## src/design/dlr_pkg.sv

```systemverilog
`timescale 1ns / 1ps

package dlr_pkg;

   // Kind of request, carried on req_tuser
   localparam logic FUNC_START = 1'b0;
   localparam logic FUNC_STEP  = 1'b1;

   typedef enum logic [1:0] {
      ST_IDLE = 2'b01,
      ST_DIV  = 2'b10
   } state_type;

   // Divider status seen by the sequencer
   typedef struct packed {
      logic busy;
      logic done;
   } div_status_type;

endpackage

```

## src/design/dlr_divider.sv

```systemverilog
`timescale 1ns / 1ps

// Restoring divider: quotient = (mag << FRAC_BITS) / den, one quotient bit per cycle.
// den must be nonzero; mag and den are unsigned.
module dlr_divider #(
   parameter int COORD_BITS = 10,
   parameter int FRAC_BITS  = 16
) (
   input  logic                            clock,
   input  logic                            reset,
   input  logic                            start,
   input  logic [COORD_BITS-1:0]           mag,
   input  logic [COORD_BITS-1:0]           den,
   output logic [COORD_BITS+FRAC_BITS-1:0] quotient,
   output dlr_pkg::div_status_type         status
);
   import dlr_pkg::*;

   localparam int Q_W   = COORD_BITS + FRAC_BITS;
   localparam int CNT_W = $clog2(Q_W + 1);
   localparam logic [CNT_W-1:0] LAST_CNT = CNT_W'(Q_W - 1);

   logic [COORD_BITS-1:0] rem_ff, rem_in;
   logic [Q_W-1:0]        quo_ff, quo_in;
   logic [COORD_BITS-1:0] den_ff, den_in;
   logic [CNT_W-1:0]      cnt_ff, cnt_in;
   logic                  busy_ff, busy_in;
   logic                  done_ff, done_in;

   logic [COORD_BITS:0]   shifted;
   logic [COORD_BITS:0]   diff;
   logic                  fits;

   // One trial subtract per cycle
   assign shifted = {rem_ff, quo_ff[Q_W-1]};
   assign diff    = shifted - {1'b0, den_ff};
   assign fits    = ~diff[COORD_BITS];

   always_comb begin
      rem_in  = rem_ff;
      quo_in  = quo_ff;
      den_in  = den_ff;
      cnt_in  = cnt_ff;
      busy_in = busy_ff;
      done_in = 1'b0;
      if (start) begin
         rem_in  = '0;
         quo_in  = {mag, {FRAC_BITS{1'b0}}};
         den_in  = den;
         cnt_in  = '0;
         busy_in = 1'b1;
      end else if (busy_ff) begin
         rem_in = fits ? diff[COORD_BITS-1:0] : shifted[COORD_BITS-1:0];
         quo_in = {quo_ff[Q_W-2:0], fits};
         cnt_in = cnt_ff + CNT_W'(1);
         if (cnt_ff == LAST_CNT) begin
            busy_in = 1'b0;
            done_in = 1'b1;
         end
      end
   end

   always_ff @(posedge clock) begin
      if (reset) begin
         busy_ff <= 1'b0;
         done_ff <= 1'b0;
         cnt_ff  <= '0;
      end else begin
         busy_ff <= busy_in;
         done_ff <= done_in;
         cnt_ff  <= cnt_in;
      end
      rem_ff <= rem_in;
      quo_ff <= quo_in;
      den_ff <= den_in;
   end

   assign quotient    = quo_ff;
   assign status.busy = busy_ff;
   assign status.done = done_ff;

endmodule

```

## src/design/dda_line_rasterizer_top.sv

```systemverilog
`timescale 1ns / 1ps

// DDA line rasterizer.
// Request channel (req_*): req_tuser selects the kind. A start transfer (tuser 0) carries
// both endpoints in req_tdata; a step transfer (tuser 1) asks for the next pixel.
// Response channel (rsp_*): exactly one transfer per request, in order. rsp_tdata holds
// the pixel, rsp_tuser is pixel_valid (0 for a step with no line active, data then zero),
// rsp_tlast marks the last pixel of the line.
// The response is registered and appears in the cycle after the request transfer.
// Pixels stream at one per cycle while rsp_tready is high and no divide runs. A start whose
// line needs a slope runs the restoring divider, one quotient bit per cycle, and req_tready
// stays low until the slope is loaded; the first pixel is already offered on rsp while the
// divide runs.
// A start with end_x below start_x, or a vertical one (end_x equal to start_x), needs no
// divide; horizontal and sloped lines do.
// The block holds one response; while rsp_tready is low with a response waiting, req_tready
// stays low and nothing is lost.
// Reset (synchronous, active high) leaves no line active and no response pending.
module dda_line_rasterizer_top #(
   parameter int COORD_BITS = 10,
   parameter int FRAC_BITS  = 16
) (
   input  logic                                     clock,
   input  logic                                     reset,
   input  logic                                     req_tvalid,
   output logic                                     req_tready,
   // start_x, start_y, end_x, end_y from the lowest bit up
   input  logic [((4*COORD_BITS+7)/8)*8-1:0]        req_tdata,
   // func
   input  logic                                     req_tuser,
   output logic                                     rsp_tvalid,
   input  logic                                     rsp_tready,
   // pixel_x, pixel_y from the lowest bit up
   output logic [((2*COORD_BITS+7)/8)*8-1:0]        rsp_tdata,
   // pixel_valid
   output logic                                     rsp_tuser,
   output logic                                     rsp_tlast
);
   import dlr_pkg::*;

   localparam int ACC_W = COORD_BITS + FRAC_BITS + 1;
   localparam int Q_W   = COORD_BITS + FRAC_BITS;
   localparam int RSP_W = ((2*COORD_BITS+7)/8)*8;
   localparam logic [ACC_W-1:0] ONE_FIX = ACC_W'(1) << FRAC_BITS;

   state_type            state_ff, state_in;
   logic [ACC_W-1:0]     x_acc_ff, x_acc_in;
   logic [ACC_W-1:0]     y_acc_ff, y_acc_in;
   logic [ACC_W-1:0]     x_inc_ff, x_inc_in;
   logic [ACC_W-1:0]     y_inc_ff, y_inc_in;
   logic [COORD_BITS-1:0] steps_ff, steps_in;
   logic                 active_ff, active_in;
   logic                 neg_ff, neg_in;
   logic                 minor_y_ff, minor_y_in;

   logic                 rsp_valid_ff, rsp_valid_in;
   logic [COORD_BITS-1:0] rsp_x_ff, rsp_x_in;
   logic [COORD_BITS-1:0] rsp_y_ff, rsp_y_in;
   logic                 rsp_pv_ff, rsp_pv_in;
   logic                 rsp_last_ff, rsp_last_in;

   logic [COORD_BITS-1:0] sx, sy, ex, ey;
   logic signed [COORD_BITS:0] dx, dy;
   logic [COORD_BITS-1:0] abs_dy;
   logic                 req_xfer;

   logic                 div_start;
   logic [COORD_BITS-1:0] div_mag, div_den;
   logic [Q_W-1:0]       div_q;
   div_status_type       div_st;
   logic [ACC_W-1:0]     slope;

   assign sx = req_tdata[COORD_BITS-1:0];
   assign sy = req_tdata[2*COORD_BITS-1:COORD_BITS];
   assign ex = req_tdata[3*COORD_BITS-1:2*COORD_BITS];
   assign ey = req_tdata[4*COORD_BITS-1:3*COORD_BITS];
   assign dx = $signed({1'b0, ex}) - $signed({1'b0, sx});
   assign dy = $signed({1'b0, ey}) - $signed({1'b0, sy});
   assign abs_dy = dy[COORD_BITS] ? COORD_BITS'(-dy) : dy[COORD_BITS-1:0];

   assign req_tready = (state_ff == ST_IDLE) && (!rsp_valid_ff || rsp_tready);
   assign req_xfer   = req_tvalid && req_tready;

   assign slope = neg_ff ? ACC_W'(0) - {1'b0, div_q} : {1'b0, div_q};

   always_comb begin
      state_in    = state_ff;
      x_acc_in    = x_acc_ff;
      y_acc_in    = y_acc_ff;
      x_inc_in    = x_inc_ff;
      y_inc_in    = y_inc_ff;
      steps_in    = steps_ff;
      active_in   = active_ff;
      neg_in      = neg_ff;
      minor_y_in  = minor_y_ff;
      rsp_valid_in = rsp_valid_ff && !rsp_tready;
      rsp_x_in    = rsp_x_ff;
      rsp_y_in    = rsp_y_ff;
      rsp_pv_in   = rsp_pv_ff;
      rsp_last_in = rsp_last_ff;
      div_start   = 1'b0;
      div_mag     = abs_dy;
      div_den     = dx[COORD_BITS-1:0];

      case (state_ff)
         ST_IDLE: begin
            if (req_xfer && req_tuser == FUNC_START) begin
               x_acc_in = {1'b0, sx, {FRAC_BITS{1'b0}}};
               y_acc_in = {1'b0, sy, {FRAC_BITS{1'b0}}};
               x_inc_in = '0;
               y_inc_in = '0;
               steps_in = '0;
               if (dx[COORD_BITS]) begin
                  steps_in = '0;
               end else if (dx == '0) begin
                  y_inc_in = ONE_FIX;
                  steps_in = (dy > 0) ? dy[COORD_BITS-1:0] : '0;
               end else if (dy <= dx) begin
                  x_inc_in   = ONE_FIX;
                  steps_in   = dx[COORD_BITS-1:0];
                  neg_in     = dy[COORD_BITS];
                  minor_y_in = 1'b1;
                  div_start  = 1'b1;
                  state_in   = ST_DIV;
               end else begin
                  y_inc_in   = ONE_FIX;
                  steps_in   = dy[COORD_BITS-1:0];
                  neg_in     = 1'b0;
                  minor_y_in = 1'b0;
                  div_mag    = dx[COORD_BITS-1:0];
                  div_den    = dy[COORD_BITS-1:0];
                  div_start  = 1'b1;
                  state_in   = ST_DIV;
               end
               active_in    = (steps_in != '0);
               rsp_valid_in = 1'b1;
               rsp_x_in     = sx;
               rsp_y_in     = sy;
               rsp_pv_in    = 1'b1;
               rsp_last_in  = (steps_in == '0);
            end else if (req_xfer) begin
               rsp_valid_in = 1'b1;
               if (active_ff) begin
                  x_acc_in    = x_acc_ff + x_inc_ff;
                  y_acc_in    = y_acc_ff + y_inc_ff;
                  steps_in    = steps_ff - COORD_BITS'(1);
                  active_in   = (steps_in != '0);
                  rsp_x_in    = x_acc_in[Q_W-1:FRAC_BITS];
                  rsp_y_in    = y_acc_in[Q_W-1:FRAC_BITS];
                  rsp_pv_in   = 1'b1;
                  rsp_last_in = !active_in;
               end else begin
                  rsp_x_in    = '0;
                  rsp_y_in    = '0;
                  rsp_pv_in   = 1'b0;
                  rsp_last_in = 1'b0;
               end
            end
         end
         ST_DIV: begin
            if (div_st.done) begin
               if (minor_y_ff) begin
                  y_inc_in = slope;
               end else begin
                  x_inc_in = slope;
               end
               state_in = ST_IDLE;
            end
         end
         default: begin
            state_in = ST_IDLE;
         end
      endcase
   end

   always_ff @(posedge clock) begin
      if (reset) begin
         state_ff     <= ST_IDLE;
         x_acc_ff     <= '0;
         y_acc_ff     <= '0;
         x_inc_ff     <= '0;
         y_inc_ff     <= '0;
         steps_ff     <= '0;
         active_ff    <= 1'b0;
         rsp_valid_ff <= 1'b0;
      end else begin
         state_ff     <= state_in;
         x_acc_ff     <= x_acc_in;
         y_acc_ff     <= y_acc_in;
         x_inc_ff     <= x_inc_in;
         y_inc_ff     <= y_inc_in;
         steps_ff     <= steps_in;
         active_ff    <= active_in;
         rsp_valid_ff <= rsp_valid_in;
      end
      neg_ff      <= neg_in;
      minor_y_ff  <= minor_y_in;
      rsp_x_ff    <= rsp_x_in;
      rsp_y_ff    <= rsp_y_in;
      rsp_pv_ff   <= rsp_pv_in;
      rsp_last_ff <= rsp_last_in;
   end

   dlr_divider #(
      .COORD_BITS (COORD_BITS),
      .FRAC_BITS  (FRAC_BITS)
   ) u_divider (
      .clock    (clock),
      .reset    (reset),
      .start    (div_start),
      .mag      (div_mag),
      .den      (div_den),
      .quotient (div_q),
      .status   (div_st)
   );

   assign rsp_tvalid = rsp_valid_ff;
   assign rsp_tdata  = RSP_W'({rsp_y_ff, rsp_x_ff});
   assign rsp_tuser  = rsp_pv_ff;
   assign rsp_tlast  = rsp_last_ff;

   a_no_req_during_div: assert property (@(posedge clock) disable iff (reset)
      (state_ff == ST_DIV) |-> !req_tready)
      else $error("request taken while slope divide in progress");

   a_div_done_in_div: assert property (@(posedge clock) disable iff (reset)
      div_st.done |-> (state_ff == ST_DIV))
      else $error("divider finished outside divide state");

   a_active_matches_steps: assert property (@(posedge clock) disable iff (reset)
      active_ff == (steps_ff != '0))
      else $error("line active flag disagrees with step count");

   a_div_start_leads_busy: assert property (@(posedge clock) disable iff (reset)
      div_start |=> div_st.busy)
      else $error("divider not busy after start");

endmodule
```

## config.mk

```make
export PLATFORM = sky130hd
export DESIGN_NAME = dda_line_rasterizer_top
export DESIGN_NICKNAME = d
export VERILOG_FILES = /design/src/design/dlr_pkg.sv /design/src/design/dlr_divider.sv /design/src/design/dda_line_rasterizer_top.sv
export SDC_FILE = /design/constraint.sdc
export NUM_CORES = 1
export LEC_CHECK = 0
export BUFFER_PORTS_ARGS = -buffer_cell sky130_fd_sc_hd__buf_4
export CORE_MARGIN = 2
export CORE_UTILIZATION = 25
export CTS_BUF_LIST = sky130_fd_sc_hd__clkbuf_4
export DETAILED_ROUTE_END_ITERATION = 6
export GPL_ROUTABILITY_DRIVEN = 0
export HOLD_SLACK_MARGIN = 0.05
export PLACE_DENSITY_LB_ADDON = 0.12
export SETUP_SLACK_MARGIN = 0.05
export SLEW_MARGIN = 20
export SYNTH_ARGS = -nofsm -noshare
export SYNTH_HDL_FRONTEND = slang
export SYNTH_SLANG_ARGS = --single-unit
```

## constraint.sdc

```tcl
create_clock -name clock -period 6.5 [get_ports clock]
set_input_delay 1.3 -clock clock [delete_from_list [all_inputs] [get_ports clock]]
set_output_delay 1.3 -clock clock [all_outputs]
set_load 0.005 [all_outputs]
```

==> parameters.txt <==
Parameter                              Value

Worst setup path
  Source of the critical timing path ... req_tdata[0]
  Cell at the slowest stage of the critical path ... sky130_fd_sc_hd__a2111oi_2
  Required time reported for the critical path endpoint ... 7080 ps
  Arrival time of the worst setup path ... 5870 ps
  Critical Path, Cell by Cell ... buf_4, ha_1, fa_1, nor2b_1, o21ai_0, a21oi_1, inv_1, ha_1, o21a_1, o21a_1, o22ai_1, nor2_1, maj3_2, a22o_4, a21oi_2, o221ai_2, a2111oi_2, o2bb2ai_1
  CP Capture Type ... register
  Worst Path Class, Setup ... in2reg
  Path depth of the worst reg2reg path ... 13
  Maximum fanout along the worst path ... 13
  Combined buffer and inverter count along the critical path ... 2
  Type of origin of the critical path ... primary input
  Reg2Reg Capture Point ... u_divider.rem_ff[0]
  Minimum setup slack among reg-to-reg paths ... 2800 ps
  Crit Reg-Reg Startpoint ... u_divider.quotient[25]
  CP delay by family, top ... compound AO/OA/AOI/OAI gates
  Largest stage delay on the critical path ... 520 ps

Synthesis
  Number of instances in the synthesized netlist ... 1627
  Sequential element share of the synthesized area ... 0.332
  Count of flip-flops with a built-in enable after synthesis ... 44
  YS warnings ... 0
  Cell with the most instances after synthesis ... sky130_fd_sc_hd__nor2_1
  Synth Flop Type ... sky130_fd_sc_hd__dfxtp_1
  Unique masters post-synth ... 90
  Post-synthesis sequential element count ... 195
  Synthesized area divided by synthesized cell count ... 8.04 um2
  Yosys top cell area share ... 0.231
  Netlist area before placement ... 13100 um2
  Most frequent cells after synthesis ... sky130_fd_sc_hd__nor2_1 (204), sky130_fd_sc_hd__nand2_1 (203), sky130_fd_sc_hd__dfxtp_1 (151), sky130_fd_sc_hd__a21oi_1 (137), sky130_fd_sc_hd__ha_1 (96)
  Share of synthesized registers carrying an async set or reset ... 0
  Cell types occupying the most area after synthesis ... sky130_fd_sc_hd__dfxtp_1 (23%), sky130_fd_sc_hd__edfxtp_1 (10%), sky130_fd_sc_hd__ha_1 (9.2%)
  Cell taking the most area after synthesis ... sky130_fd_sc_hd__dfxtp_1

Clocking
  Number of buffers added to fix hold violations after cts ... 0
  TritonCTS clock tree ... built
  Root buf cell ... sky130_fd_sc_hd__clkbuf_4
  Worst-Skew Late Latency ... 750 ps
  Clock-pin slew on the worst setup and hold paths ... 190 ps
  Postcts setup bufs ... 0
  Num CTS Buffers ... 17
  Max Buffers Root-to-Sink ... 2
  Post-cts repair resize count ... 0
  Clock net sink count ... 195
  H-tree levels ... 4

Pwr
  Peak supply drop ... 114 uV
  Leakage power figure ... 0.00595 uW
  PD cells ... 237 nW/um2
  Tot Pwr ... 3500 uW

Floorplan
  # IOs ... 73
  Width of the die ... 233 um
  Initial cell density of the core ... 0.254
  Die area ... 54200 um2
  Placeable core area ... 51500 um2
  Die extent in y ... 233 um
  Row Count ... 83

Placed design
  Half-perimeter wire length of the detailed placement result ... 30.2 mm
  IO buf count ... 68
  Worst setup slack before clock tree synthesis ... 588 ps

Timing
  Min setup slack post-route ... 1210 ps
  Slew Limit Fails ... 0
  Rel. slew slack ... 0.419
  Hold Violations, Final ... 0
  Fin crit share ... 0.814
  RSZ-0062 raised after global routing ... false
  # setup viols final ... 0
  Final setup skew ... 33.3 ps
  Final total negative setup slack ... 0 ps
  Maximum frequency from static timing analysis ... 0.189 GHz
  Clock period minus worst slack ... 5290 ps
  Transition time at the pin with the least slew margin ... 872 ps

GRT
  Most crowded layer after global routing ... met1
  Global Route Usage Sum ... 0.155
  Global route overflow ... 0
  Met2 usage in global routing ... 0.222
  Global-route wire length before repair ... 64.6 mm
  Pin count of the biggest net entering global routing ... 65
  Number of antenna violations at the first check in global routing ... 3
  Number of global-route vias before repair ... 11102
  Met3 track demand over resource ... 0.0360
  GR Util met1 ... 0.232

Layout
  Filler Cells Inserted ... 5651
  Share of layout cells above drive strength 1 ... 0.104
  Final core utilization ... 0.287
  Layout overhead on the synthesized area ... 12.8%
  Final net count ... 1819

Route
  Drt initial violations ... 777
  DR DRC count ... 0
  Residual antenna-violating net count after detailed routing ... 0
  Drt total wl ... 41.0 mm
  Via-to-Cell Ratio ... 4.88
  WL per Instance ... 17.3 um
  Overall via count from detail_route ... 11556
  Router iterations before antenna repair ... 5

Hold path
  Hold Path Origin ... x_inc_ff[0]
  WHS Endpoint ... x_inc_ff[0]
  Worst Hold Class ... reg2reg
  Cell depth of the worst hold path ... 2

Run
  Total of max-cap violations ... 0

Status
  Run status ... complete, no violations
## how the worst max path moves through the flow
stage,endpoint,slack (ps),cells after the start
after floorplan,rsp_tlast,1330,18
after global placement,rsp_tlast,600,19
after detailed placement,rsp_tlast,590,19
after CTS,rsp_tlast,1420,19
after global routing,rsp_tlast,980,18
final,rsp_tlast,1210,18
## final cells by class
cell class | count | area [um2] | share of cell area
flip-flops and latches | 195 | 4350 | 0.294
repair buffers | 100 | 767 | 0.0520
clock buffers | 18 | 135 | 0.00916
diodes | 3 | 7.51 | 0.000509
well taps | 680 | 851 | 0.0576
multi-input cells | 1270 | 8150 | 0.552
inverters | 89 | 334 | 0.0226
clock inverters | 14 | 169 | 0.0114
## stage by stage
| step | instance area, um2 | std cells | hold slack (ps) |
|---|---|---|---|
| 2_1_floorplan | 13100 | 1630 | 436 |
| 3_3_place_gp | 14400 | 2333 | 442 |
| 3_5_place_dp | 14400 | 2333 | 454 |
| 4_1_cts | 14700 | 2365 | 477 |
| 5_1_grt | 14800 | 2369 | 500 |
| 6_report | 14800 | 2369 | 475 |
## placed cells by master, fill, tap and decap left out, types with 7 or more instances in the layout
cell                       netlist  final
sky130_fd_sc_hd__xnor2_1        47     47
sky130_fd_sc_hd__o211ai_1       10     10
sky130_fd_sc_hd__a21oi_1       137    137
sky130_fd_sc_hd__a22oi_1        20     20
sky130_fd_sc_hd__dfxtp_1       151    150
sky130_fd_sc_hd__nor4_1         12     12
sky130_fd_sc_hd__nand4_1         9      9
sky130_fd_sc_hd__edfxtp_1       44     44
sky130_fd_sc_hd__nand3b_1        7      7
sky130_fd_sc_hd__xor2_1         41     41
sky130_fd_sc_hd__a211oi_1       33     33
sky130_fd_sc_hd__inv_1          88     88
sky130_fd_sc_hd__clkbuf_4        0     18
sky130_fd_sc_hd__nor3_1         35     35
sky130_fd_sc_hd__buf_4           4     98
sky130_fd_sc_hd__nand2b_1       22     22
sky130_fd_sc_hd__nor2_1        204    201
sky130_fd_sc_hd__or3_1          12     12
sky130_fd_sc_hd__ha_1           96     96
sky130_fd_sc_hd__nand2_1       203    203
sky130_fd_sc_hd__nand3_1        35     35
sky130_fd_sc_hd__a21o_1         30     30
sky130_fd_sc_hd__o22ai_1        11     11
sky130_fd_sc_hd__mux2i_1        34     34
sky130_fd_sc_hd__a31oi_1        13     11
sky130_fd_sc_hd__nor2b_1        22     22
sky130_fd_sc_hd__o21ai_0        78     77
sky130_fd_sc_hd__o31ai_1        13     13
sky130_fd_sc_hd__o21a_1         20     20
## sequential cells by signal (all words and copies together), names as in the netlist, 2 cells and up
name	count
u_divider.den_ff	10
y_inc_ff	26
x_acc_ff	26
u_divider.rem_ff	10
steps_ff	10
y_acc_ff	26
u_divider.quotient	26
rsp_x_ff	10
x_inc_ff	26
u_divider.cnt_ff	5
state_ff	2
rsp_y_ff	10
## layer usage
metal	up-vias	wire, um
met1	5367	21500
met4	0	418
met2	279	16600
li1	5886	-
met5	-	0
met3	24	2430
## kinds of logic (layout without fill, tap and decap cells)
kind of cell    after synthesis  count (layout)  share of synthesized area
flops                       195             195                      0.332
buf+inv                     165             221                     0.0501
fa+ha+maj                   102             102                      0.100
simple gates                596             596                      0.206
other cells                   1               7                   0.000287
xor+xnor                     89              89                     0.0601
mux                          37              37                     0.0286
compound gates              442             442                      0.222
## tightest hold or removal path, delay by kind of cell (launching register included)
kind            cells  cell delay [ps]
flops               1              360
simple gates        1               50
compound gates      1               50
## power by group
group          internal (uW)  total, uW  switching [uW]
sequential              1340       1430            89.1
combinational            536       1320             784
clock                    247        749             503
total                   2120       3500            1380
Power figures use the tool's default switching activity.
